--- src/rtl/rpnc_pkg.sv ---
// Shared types and constants for the RPN stack calculator.
// Holds opcodes, status codes, state enums and control structs.
// Depends on nothing; every other file in rtl imports it.
package rpnc_pkg;

  localparam int STACK_DEPTH_DEF = 16;
  localparam int VALUE_WIDTH_DEF = 48;

  localparam logic [2:0] OP_PUSH = 3'd0;
  localparam logic [2:0] OP_ADD  = 3'd1;
  localparam logic [2:0] OP_SUB  = 3'd2;
  localparam logic [2:0] OP_MUL  = 3'd3;
  localparam logic [2:0] OP_DIV  = 3'd4;

  localparam logic [2:0] ST_OK    = 3'd0;
  localparam logic [2:0] ST_UNDER = 3'd1;
  localparam logic [2:0] ST_OVER  = 3'd2;
  localparam logic [2:0] ST_DIVZ  = 3'd3;
  localparam logic [2:0] ST_SAT   = 3'd4;

  typedef enum logic [1:0] {
    T_IDLE,
    T_WAIT
  } top_state_t;

  typedef enum logic [2:0] {
    MD_IDLE,
    MD_MUL,
    MD_DIV,
    MD_RND,
    MD_DONE
  } md_state_t;

  typedef struct packed {
    logic push;
    logic pop;
  } cell_ctl_t;

  typedef struct packed {
    logic start;
    logic is_div;
    logic ack;
  } md_req_t;

  typedef struct packed {
    logic busy;
    logic done;
    logic sat;
  } md_rsp_t;

endpackage

--- src/rtl/rpnc_cell.sv ---
// One stack entry of the RPN calculator's shift stack.
// Takes the neighbor above on push, the neighbor below on pop.
// Depends on rpnc_pkg.
module rpnc_cell #(
  parameter int VALUE_WIDTH = rpnc_pkg::VALUE_WIDTH_DEF
) (
  input  logic                   clk,
  input  rpnc_pkg::cell_ctl_t    ctl,
  input  logic [VALUE_WIDTH-1:0] from_upper,
  input  logic [VALUE_WIDTH-1:0] from_lower,
  output logic [VALUE_WIDTH-1:0] q
);
  import rpnc_pkg::*;

  logic [VALUE_WIDTH-1:0] data_r;

  always_ff @(posedge clk) begin
    if (ctl.push) begin
      data_r <= from_upper;
    end else if (ctl.pop) begin
      data_r <= from_lower;
    end
  end

  assign q = data_r;

endmodule

--- src/rtl/rpnc_muldiv.sv ---
// Iterative magnitude multiply then rounded divide for the RPN calculator.
// Shift-add multiply, one bit a cycle, then restoring divide, one bit a cycle.
// Depends on rpnc_pkg.
module rpnc_muldiv #(
  parameter int VALUE_WIDTH = rpnc_pkg::VALUE_WIDTH_DEF
) (
  input  logic                   clk,
  input  logic                   rst_n,
  input  rpnc_pkg::md_req_t      req,
  input  logic [VALUE_WIDTH-1:0] op_a,
  input  logic [VALUE_WIDTH-1:0] op_b,
  output rpnc_pkg::md_rsp_t      rsp,
  output logic [VALUE_WIDTH-1:0] mag
);
  import rpnc_pkg::*;

  localparam int W  = VALUE_WIDTH;
  localparam int PW = 2 * W;
  localparam int CW = $clog2(PW);
  localparam logic [W-1:0]  HUNDRED = W'(100);
  localparam logic [PW:0]   VMAX_X  = (PW+1)'({1'b0, {(W-1){1'b1}}});
  localparam logic [CW-1:0] MUL_LAST = CW'(W - 1);
  localparam logic [CW-1:0] DIV_LAST = CW'(PW - 1);

  md_state_t      st_r, st_nxt;
  logic [CW-1:0]  cnt_r;
  logic [PW-1:0]  mcand_r;
  logic [W-1:0]   mplier_r;
  logic [PW-1:0]  prod_r;
  logic [W-1:0]   dvsr_r;
  logic [W-1:0]   rem_r;
  logic [PW-1:0]  quo_r;
  logic [PW:0]    qfin_r;

  logic [W:0]     rem_sh;
  logic           rem_ge;
  logic [W:0]     rem_sub;
  logic           rnd;

  assign rem_sh  = {rem_r, prod_r[PW-1]};
  assign rem_ge  = rem_sh >= {1'b0, dvsr_r};
  assign rem_sub = rem_sh - {1'b0, dvsr_r};
  assign rnd     = {rem_r, 1'b0} >= {1'b0, dvsr_r};

  // next state
  always_comb begin
    st_nxt = st_r;
    case (st_r)
      MD_IDLE: if (req.start) st_nxt = MD_MUL;
      MD_MUL:  if (cnt_r == '0) st_nxt = MD_DIV;
      MD_DIV:  if (cnt_r == '0) st_nxt = MD_RND;
      MD_RND:  st_nxt = MD_DONE;
      MD_DONE: if (req.ack) st_nxt = MD_IDLE;
      default: st_nxt = MD_IDLE;
    endcase
  end

  // outputs
  always_comb begin
    rsp.busy = 1'b1;
    rsp.done = 1'b0;
    rsp.sat  = qfin_r > VMAX_X;
    case (st_r)
      MD_IDLE: rsp.busy = 1'b0;
      MD_DONE: rsp.done = 1'b1;
      default: rsp.busy = 1'b1;
    endcase
  end

  assign mag = qfin_r[W-1:0];

  always_ff @(posedge clk) begin
    if (!rst_n) begin
      st_r <= MD_IDLE;
    end else begin
      st_r <= st_nxt;
    end
  end

  always_ff @(posedge clk) begin
    case (st_r)
      MD_IDLE: begin
        mcand_r  <= {{W{1'b0}}, op_a};
        mplier_r <= req.is_div ? HUNDRED : op_b;
        dvsr_r   <= req.is_div ? op_b : HUNDRED;
        prod_r   <= '0;
        cnt_r    <= MUL_LAST;
      end
      MD_MUL: begin
        if (mplier_r[0]) prod_r <= prod_r + mcand_r;
        mcand_r  <= {mcand_r[PW-2:0], 1'b0};
        mplier_r <= {1'b0, mplier_r[W-1:1]};
        if (cnt_r == '0) begin
          cnt_r <= DIV_LAST;
          rem_r <= '0;
          quo_r <= '0;
        end else begin
          cnt_r <= cnt_r - 1'b1;
        end
      end
      MD_DIV: begin
        // shift in the next numerator bit, subtract when it fits
        rem_r  <= rem_ge ? rem_sub[W-1:0] : rem_sh[W-1:0];
        quo_r  <= {quo_r[PW-2:0], rem_ge};
        prod_r <= {prod_r[PW-2:0], 1'b0};
        cnt_r  <= cnt_r - 1'b1;
      end
      MD_RND: begin
        qfin_r <= {1'b0, quo_r} + {{PW{1'b0}}, rnd};
      end
      default: begin
        qfin_r <= qfin_r;
      end
    endcase
  end

endmodule

--- src/rtl/rpn_stack_calculator.sv ---
// Top level of the RPN stack calculator: handshake, decode, shift stack.
// Depends on rpnc_pkg, rpnc_cell and rpnc_muldiv.
//
// Postfix calculator on signed fixed-point hundredths. Each input beat is a
// push or an add, subtract, multiply or divide of second-from-top OP top; each
// input beat yields exactly one output beat carrying the new top (0 when the
// stack is empty), the entry count and a status (ok, underflow, overflow,
// divide by zero, saturated). On any error the stack is left unchanged.
// Push, add, subtract, errors and unused opcodes are handled directly: the output
// beat is registered the cycle after the input beat. Multiply and divide run
// in the shared iterative unit: a launch, a shift-add multiply, a restoring
// divide, a rounding step and a handoff that waits for a free output register.
// The stack is a row of STACK_DEPTH cells that shift down on push and up on
// pop. One item is in flight at a time; the input is ready only while the
// output register is empty or its beat is taken in the same cycle.
module rpn_stack_calculator #(
  parameter int STACK_DEPTH = rpnc_pkg::STACK_DEPTH_DEF,
  parameter int VALUE_WIDTH = rpnc_pkg::VALUE_WIDTH_DEF
) (
  input  logic                          clk,
  input  logic                          rst_n,
  input  logic                          in_valid,
  output logic                          in_ready,
  input  logic [2:0]                    in_opcode,
  input  logic signed [VALUE_WIDTH-1:0] in_value,
  output logic                          out_valid,
  input  logic                          out_ready,
  output logic signed [VALUE_WIDTH-1:0] out_top_value,
  output logic [4:0]                    out_stack_count,
  output logic [2:0]                    out_status
);
  import rpnc_pkg::*;

  localparam int W  = VALUE_WIDTH;
  localparam int CW = $clog2(STACK_DEPTH + 1);
  localparam logic [W-1:0]  VMIN    = {1'b1, {(W-1){1'b0}}};
  localparam logic [W:0]    VMAX_X  = {2'b00, {(W-1){1'b1}}};
  localparam logic [CW-1:0] DEPTH_C = CW'(STACK_DEPTH);
  localparam logic [CW-1:0] TWO_C   = CW'(2);

  function automatic logic [W-1:0] from_sm(input logic neg, input logic [W:0] m);
    logic [W:0] n;
    n = neg ? (~m + 1'b1) : m;
    return n[W-1:0];
  endfunction

  top_state_t    st_r, st_nxt;
  logic [CW-1:0] cnt_r;
  logic          md_neg_r;
  logic          out_valid_r;
  logic [W-1:0]  out_top_r;
  logic [CW-1:0] out_cnt_r;
  logic [2:0]    out_status_r;

  logic [W-1:0]  cell_q [STACK_DEPTH];
  cell_ctl_t     ctl;

  md_req_t       md_req;
  md_rsp_t       md_rsp;
  logic [W-1:0]  md_mag;

  // --- operand decode: A is second from top, B is top -----------------------
  logic [W-1:0]  opa, opb, ma, mb;
  logic          na, nb, nb2, nr;
  logic [W:0]    mr;
  logic          as_sat;
  logic [W-1:0]  as_res;

  assign opa = cell_q[1];
  assign opb = cell_q[0];
  assign na  = opa[W-1];
  assign nb  = opb[W-1];
  assign ma  = na ? (~opa + 1'b1) : opa;
  assign mb  = nb ? (~opb + 1'b1) : opb;
  assign nb2 = nb ^ (in_opcode == OP_SUB);

  // sign-magnitude add: subtract just flips the sign of B
  always_comb begin
    if (na == nb2) begin
      mr = {1'b0, ma} + {1'b0, mb};
      nr = na;
    end else if (ma >= mb) begin
      mr = {1'b0, ma} - {1'b0, mb};
      nr = na;
    end else begin
      mr = {1'b0, mb} - {1'b0, ma};
      nr = nb2;
    end
  end

  assign as_sat = mr > VMAX_X;
  assign as_res = from_sm(nr, mr);

  // --- handshake -------------------------------------------------------------
  logic out_free, accept, enough, div_zero, go_md;

  assign out_free = !out_valid_r || out_ready;
  assign in_ready = (st_r == T_IDLE) && out_free;
  assign accept   = in_valid && in_ready;
  assign enough   = cnt_r >= TWO_C;
  assign div_zero = (in_opcode == OP_DIV) && (mb == '0);
  assign go_md    = accept && enough && !div_zero &&
                    ((in_opcode == OP_MUL) || (in_opcode == OP_DIV));

  // next state
  always_comb begin
    st_nxt = st_r;
    case (st_r)
      T_IDLE:  if (go_md) st_nxt = T_WAIT;
      T_WAIT:  if (md_rsp.done && out_free) st_nxt = T_IDLE;
      default: st_nxt = T_IDLE;
    endcase
  end

  // outputs of the control: emit a result beat, move the stack, drive the unit
  logic          emit;
  logic [2:0]    emit_status;
  logic [W-1:0]  pop_data;

  always_comb begin
    emit        = 1'b0;
    emit_status = ST_OK;
    ctl         = '0;
    pop_data    = as_res;
    md_req      = '0;
    md_req.is_div = (in_opcode == OP_DIV);
    case (st_r)
      T_IDLE: begin
        if (accept) begin
          case (in_opcode)
            OP_PUSH: begin
              emit = 1'b1;
              if (cnt_r >= DEPTH_C) emit_status = ST_OVER;
              else if (in_value == VMIN) emit_status = ST_SAT;
              else ctl.push = 1'b1;
            end
            OP_ADD, OP_SUB: begin
              emit = 1'b1;
              if (!enough) emit_status = ST_UNDER;
              else if (as_sat) emit_status = ST_SAT;
              else ctl.pop = 1'b1;
            end
            OP_MUL, OP_DIV: begin
              if (!enough) begin
                emit        = 1'b1;
                emit_status = ST_UNDER;
              end else if (div_zero) begin
                emit        = 1'b1;
                emit_status = ST_DIVZ;
              end else begin
                md_req.start = 1'b1;
              end
            end
            default: emit = 1'b1;
          endcase
        end
      end
      T_WAIT: begin
        pop_data = from_sm(md_neg_r, {1'b0, md_mag});
        if (md_rsp.done && out_free) begin
          emit       = 1'b1;
          md_req.ack = 1'b1;
          if (md_rsp.sat) emit_status = ST_SAT;
          else ctl.pop = 1'b1;
        end
      end
      default: emit = 1'b0;
    endcase
  end

  // value and count after this beat
  logic [CW-1:0] cnt_nxt;
  logic [W-1:0]  top_nxt;

  always_comb begin
    if (ctl.push) begin
      cnt_nxt = cnt_r + 1'b1;
      top_nxt = in_value;
    end else if (ctl.pop) begin
      cnt_nxt = cnt_r - 1'b1;
      top_nxt = pop_data;
    end else begin
      cnt_nxt = cnt_r;
      top_nxt = (cnt_r == '0) ? '0 : cell_q[0];
    end
  end

  always_ff @(posedge clk) begin
    if (!rst_n) begin
      st_r        <= T_IDLE;
      cnt_r       <= '0;
      out_valid_r <= 1'b0;
    end else begin
      st_r  <= st_nxt;
      cnt_r <= cnt_nxt;
      if (emit) out_valid_r <= 1'b1;
      else if (out_ready) out_valid_r <= 1'b0;
    end
  end

  // hold the result payload until the next beat replaces it
  always_ff @(posedge clk) begin
    if (emit) begin
      out_top_r    <= top_nxt;
      out_cnt_r    <= cnt_nxt;
      out_status_r <= emit_status;
    end
    if (md_req.start) md_neg_r <= na ^ nb;
  end

  logic [CW+4:0] cnt_wide;
  assign cnt_wide        = {5'b0, out_cnt_r};
  assign out_valid       = out_valid_r;
  assign out_top_value   = out_top_r;
  assign out_stack_count = cnt_wide[4:0];
  assign out_status      = out_status_r;

  // --- stack: a row of cells, top at index 0 --------------------------------
  for (genvar i = 0; i < STACK_DEPTH; i++) begin : g_cell
    logic [W-1:0] up_d, lo_d;
    if (i == 0) begin : g_top
      assign up_d = in_value;
      assign lo_d = pop_data;
    end else if (i == STACK_DEPTH - 1) begin : g_bot
      assign up_d = cell_q[i-1];
      assign lo_d = cell_q[i];
    end else begin : g_mid
      assign up_d = cell_q[i-1];
      assign lo_d = cell_q[i+1];
    end
    rpnc_cell #(.VALUE_WIDTH(W)) u_cell (
      .clk        (clk),
      .ctl        (ctl),
      .from_upper (up_d),
      .from_lower (lo_d),
      .q          (cell_q[i])
    );
  end

  rpnc_muldiv #(.VALUE_WIDTH(W)) u_muldiv (
    .clk   (clk),
    .rst_n (rst_n),
    .req   (md_req),
    .op_a  (ma),
    .op_b  (mb),
    .rsp   (md_rsp),
    .mag   (md_mag)
  );

  // --- assertions ------------------------------------------------------------
  a_cnt_bound: assert property (@(posedge clk) disable iff (!rst_n)
    cnt_r <= DEPTH_C) else $error("stack count beyond depth");

  a_idle_unit: assert property (@(posedge clk) disable iff (!rst_n)
    in_ready |-> !md_rsp.busy) else $error("input ready while unit busy");

  a_err_hold: assert property (@(posedge clk) disable iff (!rst_n)
    (emit && emit_status != ST_OK) |=> cnt_r == $past(cnt_r))
    else $error("stack moved on error");

endmodule
--- config.mk ---
export PLATFORM = sky130hd
export DESIGN_NAME = rpn_stack_calculator
export DESIGN_NICKNAME = d
export VERILOG_FILES = /design/src/rtl/rpnc_pkg.sv /design/src/rtl/rpnc_cell.sv /design/src/rtl/rpnc_muldiv.sv /design/src/rtl/rpn_stack_calculator.sv
export SDC_FILE = /design/constraint.sdc
export NUM_CORES = 2
export LEC_CHECK = 0
export BUFFER_PORTS_ARGS = -buffer_cell sky130_fd_sc_hd__buf_2
export CAP_MARGIN = 20
export CELL_PAD_IN_SITES_DETAIL_PLACEMENT = 1
export CELL_PAD_IN_SITES_GLOBAL_PLACEMENT = 1
export CORE_ASPECT_RATIO = 0.8
export CORE_UTILIZATION = 50
export CTS_CLUSTER_DIAMETER = 60
export DETAILED_ROUTE_END_ITERATION = 10
export PLACE_DENSITY_LB_ADDON = 0.15
export REMOVE_ABC_BUFFERS = 1
export SKIP_LAST_GASP = 1
export SYNTH_ARGS = -nofsm -noshare
export SYNTH_HDL_FRONTEND = slang
export SYNTH_HIERARCHICAL = 1
export SYNTH_SLANG_ARGS = --single-unit
--- constraint.sdc ---
create_clock -name clk -period 27.8 [get_ports clk]
set_input_delay 2.78 -clock clk [delete_from_list [all_inputs] [get_ports clk]]
set_output_delay 2.78 -clock clk [all_outputs]
set_load 0.005 [all_outputs]
==> results.yml <==
routing:
  drtIter0Drc: 6122
  wl_mm: 283
  drt_first_pass_iters: 6
  vias_per_cell: 6.32
  routedWlPerCell_um: 29.5
  vias: 60700
  postRouteAntennaNets: 0
  drcViolationCount: 0
yosys:
  synth_warnings: 6
  synth_compound_area_frac: 0.123
  synth_xor_area_frac: 0.0463
  synth_seq_cells: 1371
  yosys.area_share.adder: 0.0464
  yosysSeqAreaShare: 0.497
  syn_area_per_cell_um2: 11.3
  synth_top_family_by_area: "simple AND/OR/NAND/NOR gates"
  ys_types: 116
  synth_area_um2: 82700
  synthTopCellsByArea: "edfxtp_1 (49%), mux2_2 (8.5%), ha_1 (4.5%), nand2_1 (3.4%), xnor2_1 (2.8%)"
  netlist_instances: 7328
  synth-simple-area-share: 0.133
  netlist.top_cell.by_area: "edfxtp_1"
  synth_ff_type: "edfxtp_1"
  async_flop_share: 0
  synth_top_area_frac: 0.494
  synthMuxAreaShare: 0.114
  synth_edf_count: 1361
pwr:
  leakagePower_nw: 30.7
  peakVddDrop_mv: 0.0681
  total_power_w: 0.00785
  powerDensity_nw_per_um2: 87.0
floorplanning:
  core_area_um2: 164000
  initial_core_util: 0.504
  die_w_um: 457
  die-height_um: 366
  placement_rows: 133
  ioPinCount: 113
  die_area_um2: 167000
placed_design:
  placed_area_um2: 84800
  dp_hpwl_mm: 213
  pre_cts_ws_ps: 16260
  gp_congestion: 1.02
  io_buffers: 112
clocking:
  cts-buffers-inserted: 153
  cts_root_buf: "clkbuf_16"
  hold_buffers: 0
  clock_path_buffers: 3
  worstSkewPairLatency_ps: 830
  cts_tree: "done"
  clock_sinks: 1371
  cts_setup_buffers: 0
  h-tree-depth: 4
  path_clk_slew_ps: 60
  post_cts_resized: 0
run:
  drv_cap: 0
hold_path:
  hold_path.class: "reg2reg"
  worstHoldStart: "u_muldiv/mplier_r[30]"
global_routing:
  antenna_found_initial: 15
  track_usage: 0.332
  gr-total-overflow: 0
  grt_pass1_vias: 61700
  grt_pass1_wl_mm: 416
  grt_max_degree: 165
sta:
  fin_skew_ps: 83.0
  setup_slack_ps: 15940
  slew_violations: 0
  max-slew-margin-rel: 0.149
  fin_crit_sh: 0.427
  rsz0062_at_grt: "false"
  fin_crit_ps: 11870
  hold_viol_final: 0
  clock.fmax_mhz: 84.3
  setup_viol: 0
  worst_slew_pin_slew_ps: 1270
  setup-tns-final_ps: 0
setup_path:
  cp.required_ps: 28310
  slowest_delay_ps: 750
  setup.worst_path.start: "g_cell[1].u_cell/q[0]"
  crit_arrival_ps: 12370
  cp-start-kind: "register"
  end_kind: "register"
  worst_path_max_delay_cell: "o41ai_1"
  cp_max_fo: 49
  r2r-start: "g_cell[1].u_cell/q[0]"
  critPathKind: "reg2reg"
finish:
  final_layout_size_suffix_gt1_frac: 0.185
  nets: 7663
  fillers: 17000
  areaGrowthSynthToFinish_pct: 9.01
  stdcell_area_um2: 90200
  multi_input_area_um2: 38500
  seqCellArea_um2: 41100
status:
  status: "completed"
-- final cells by class --
cell class	count	share of cell area
multi-input combinational	5253	0.427
timing repair buffer	238	0.0186
clock inverter	96	0.0123
inverter	287	0.0119
clock buffer	188	0.0444
sequential	1371	0.455
tap	2160	0.0300
antenna	6	0.000167
-- critical path, delay by kind of cell, from the launching register on --
| kind | cells | cell delay [ps] |
|---|---|---|
| buf+inv | 6 | 1710 |
| simple gates | 15 | 6180 |
| fa+ha+maj | 2 | 820 |
| flops | 1 | 520 |
| compound gates | 4 | 1540 |
| xor+xnor | 2 | 630 |
-- power by group --
| group | total [W] | switching (W) | internal, W |
|---|---|---|---|
| sequential | 0.00268 | 0.000155 | 0.00253 |
| combinational | 0.00311 | 0.00215 | 0.000961 |
| clock | 0.00205 | 0.000904 | 0.00115 |
| total | 0.00785 | 0.00320 | 0.00464 |
-- sequential cells by signal (all words and copies together) (netlist names), 7 cells and up --
signal	cells
u_muldiv/quo_r	96
u_muldiv/dvsr_r	48
out_top_value	48
u_muldiv/mcand_r	96
u_muldiv/cnt_r	7
u_muldiv/prod_r	96
u_muldiv/rem_r	48
g_cell.u_cell/q	768
u_muldiv/mplier_r	48
u_muldiv/qfin_r	97
-- cell usage after synthesis (26+ instances only) --
library cell,instances
nand4_1,140
o21ai_0,325
a21o_1,119
a21oi_1,445
or3_1,53
nor3_1,101
o21ai_1,27
a221o_1,44
buf_4,109
mux2_4,144
nor2b_1,33
buf_2,53
o31ai_1,66
xor2_1,176
mux2_2,626
edfxtp_1,1361
or4_1,39
nand2b_1,42
a31oi_1,60
o211ai_1,45
clkbuf_1,204
xnor2_1,261
inv_1,283
nand3_1,121
buf_6,34
nand3b_1,56
o21bai_1,66
nor2_1,323
and2_1,198
ha_1,299
nand2_1,756
o41ai_1,26
o21a_1,54
nor4_1,79
and3_1,105
a211oi_1,35
-- kinds of logic (layout without fill, tap and decap cells) --
kind of cell / after synthesis / count (layout)
compound gates: 1546 / 1546
xor+xnor: 437 / 437
fa+ha+maj: 304 / 304
buf+inv: 704 / 809
flops: 1371 / 1371
mux: 795 / 795
other cells: 0 / 6
simple gates: 2171 / 2171
-- worst paths after layout --
| path | endpoint | slack [ps] | depth (start not counted) |
|---|---|---|---|
| max | g_cell[5].u_cell/q[37] | 15940 | 29 |
| min | u_muldiv/mplier_r[29] | 470 | 2 |
| max reg2reg | g_cell[5].u_cell/q[37] | 15940 | 29 |
| min reg2reg | u_muldiv/mplier_r[29] | 470 | 2 |
-- cell usage in the layout (no fill, tap or decap), types with 35 or more instances in the layout --
cell type and count:
a211oi_1 35, a21o_1 119, a21oi_1 444, a221o_1 44, a31oi_1 60, and2_1 197, and3_1 103, buf_2 112
buf_4 115, clkbuf_16 154, edfxtp_1 1361, ha_1 299, inv_1 282, mux2_2 626, mux2_4 144, nand2_1 754
nand2b_1 42, nand3_1 120, nand3b_1 56, nand4_1 140, nor2_1 321, nor3_1 100, nor4_1 79, o211ai_1 45
o21a_1 53, o21ai_0 324, o21bai_1 66, o31ai_1 66, or2_2 40, or3_1 53, or4_1 39, xnor2_1 246
xor2_1 171
-- routing by layer --
metal  track usage  up-vias  wire length (µm)
li1              -    27300                 -
met1         0.467    31000            126000
met2         0.512     1978            127000
met3        0.0627      426             20200
met4         0.115        6             10400
met5             0        -                39
-- through the flow --
| stage | util | cells | hold WS, ps |
|---|---|---|---|
| after CTS | 0.548 | 9584 | 467 |
| after floorplan | - | 6911 | 478 |
| after global placement | 0.516 | 9298 | 486 |
| after detailed placement | 0.517 | 9300 | 500 |
| final | 0.549 | 9599 | 472 |
| after global routing | 0.549 | 9599 | 503 |
(Power assumes the default switching activity.)
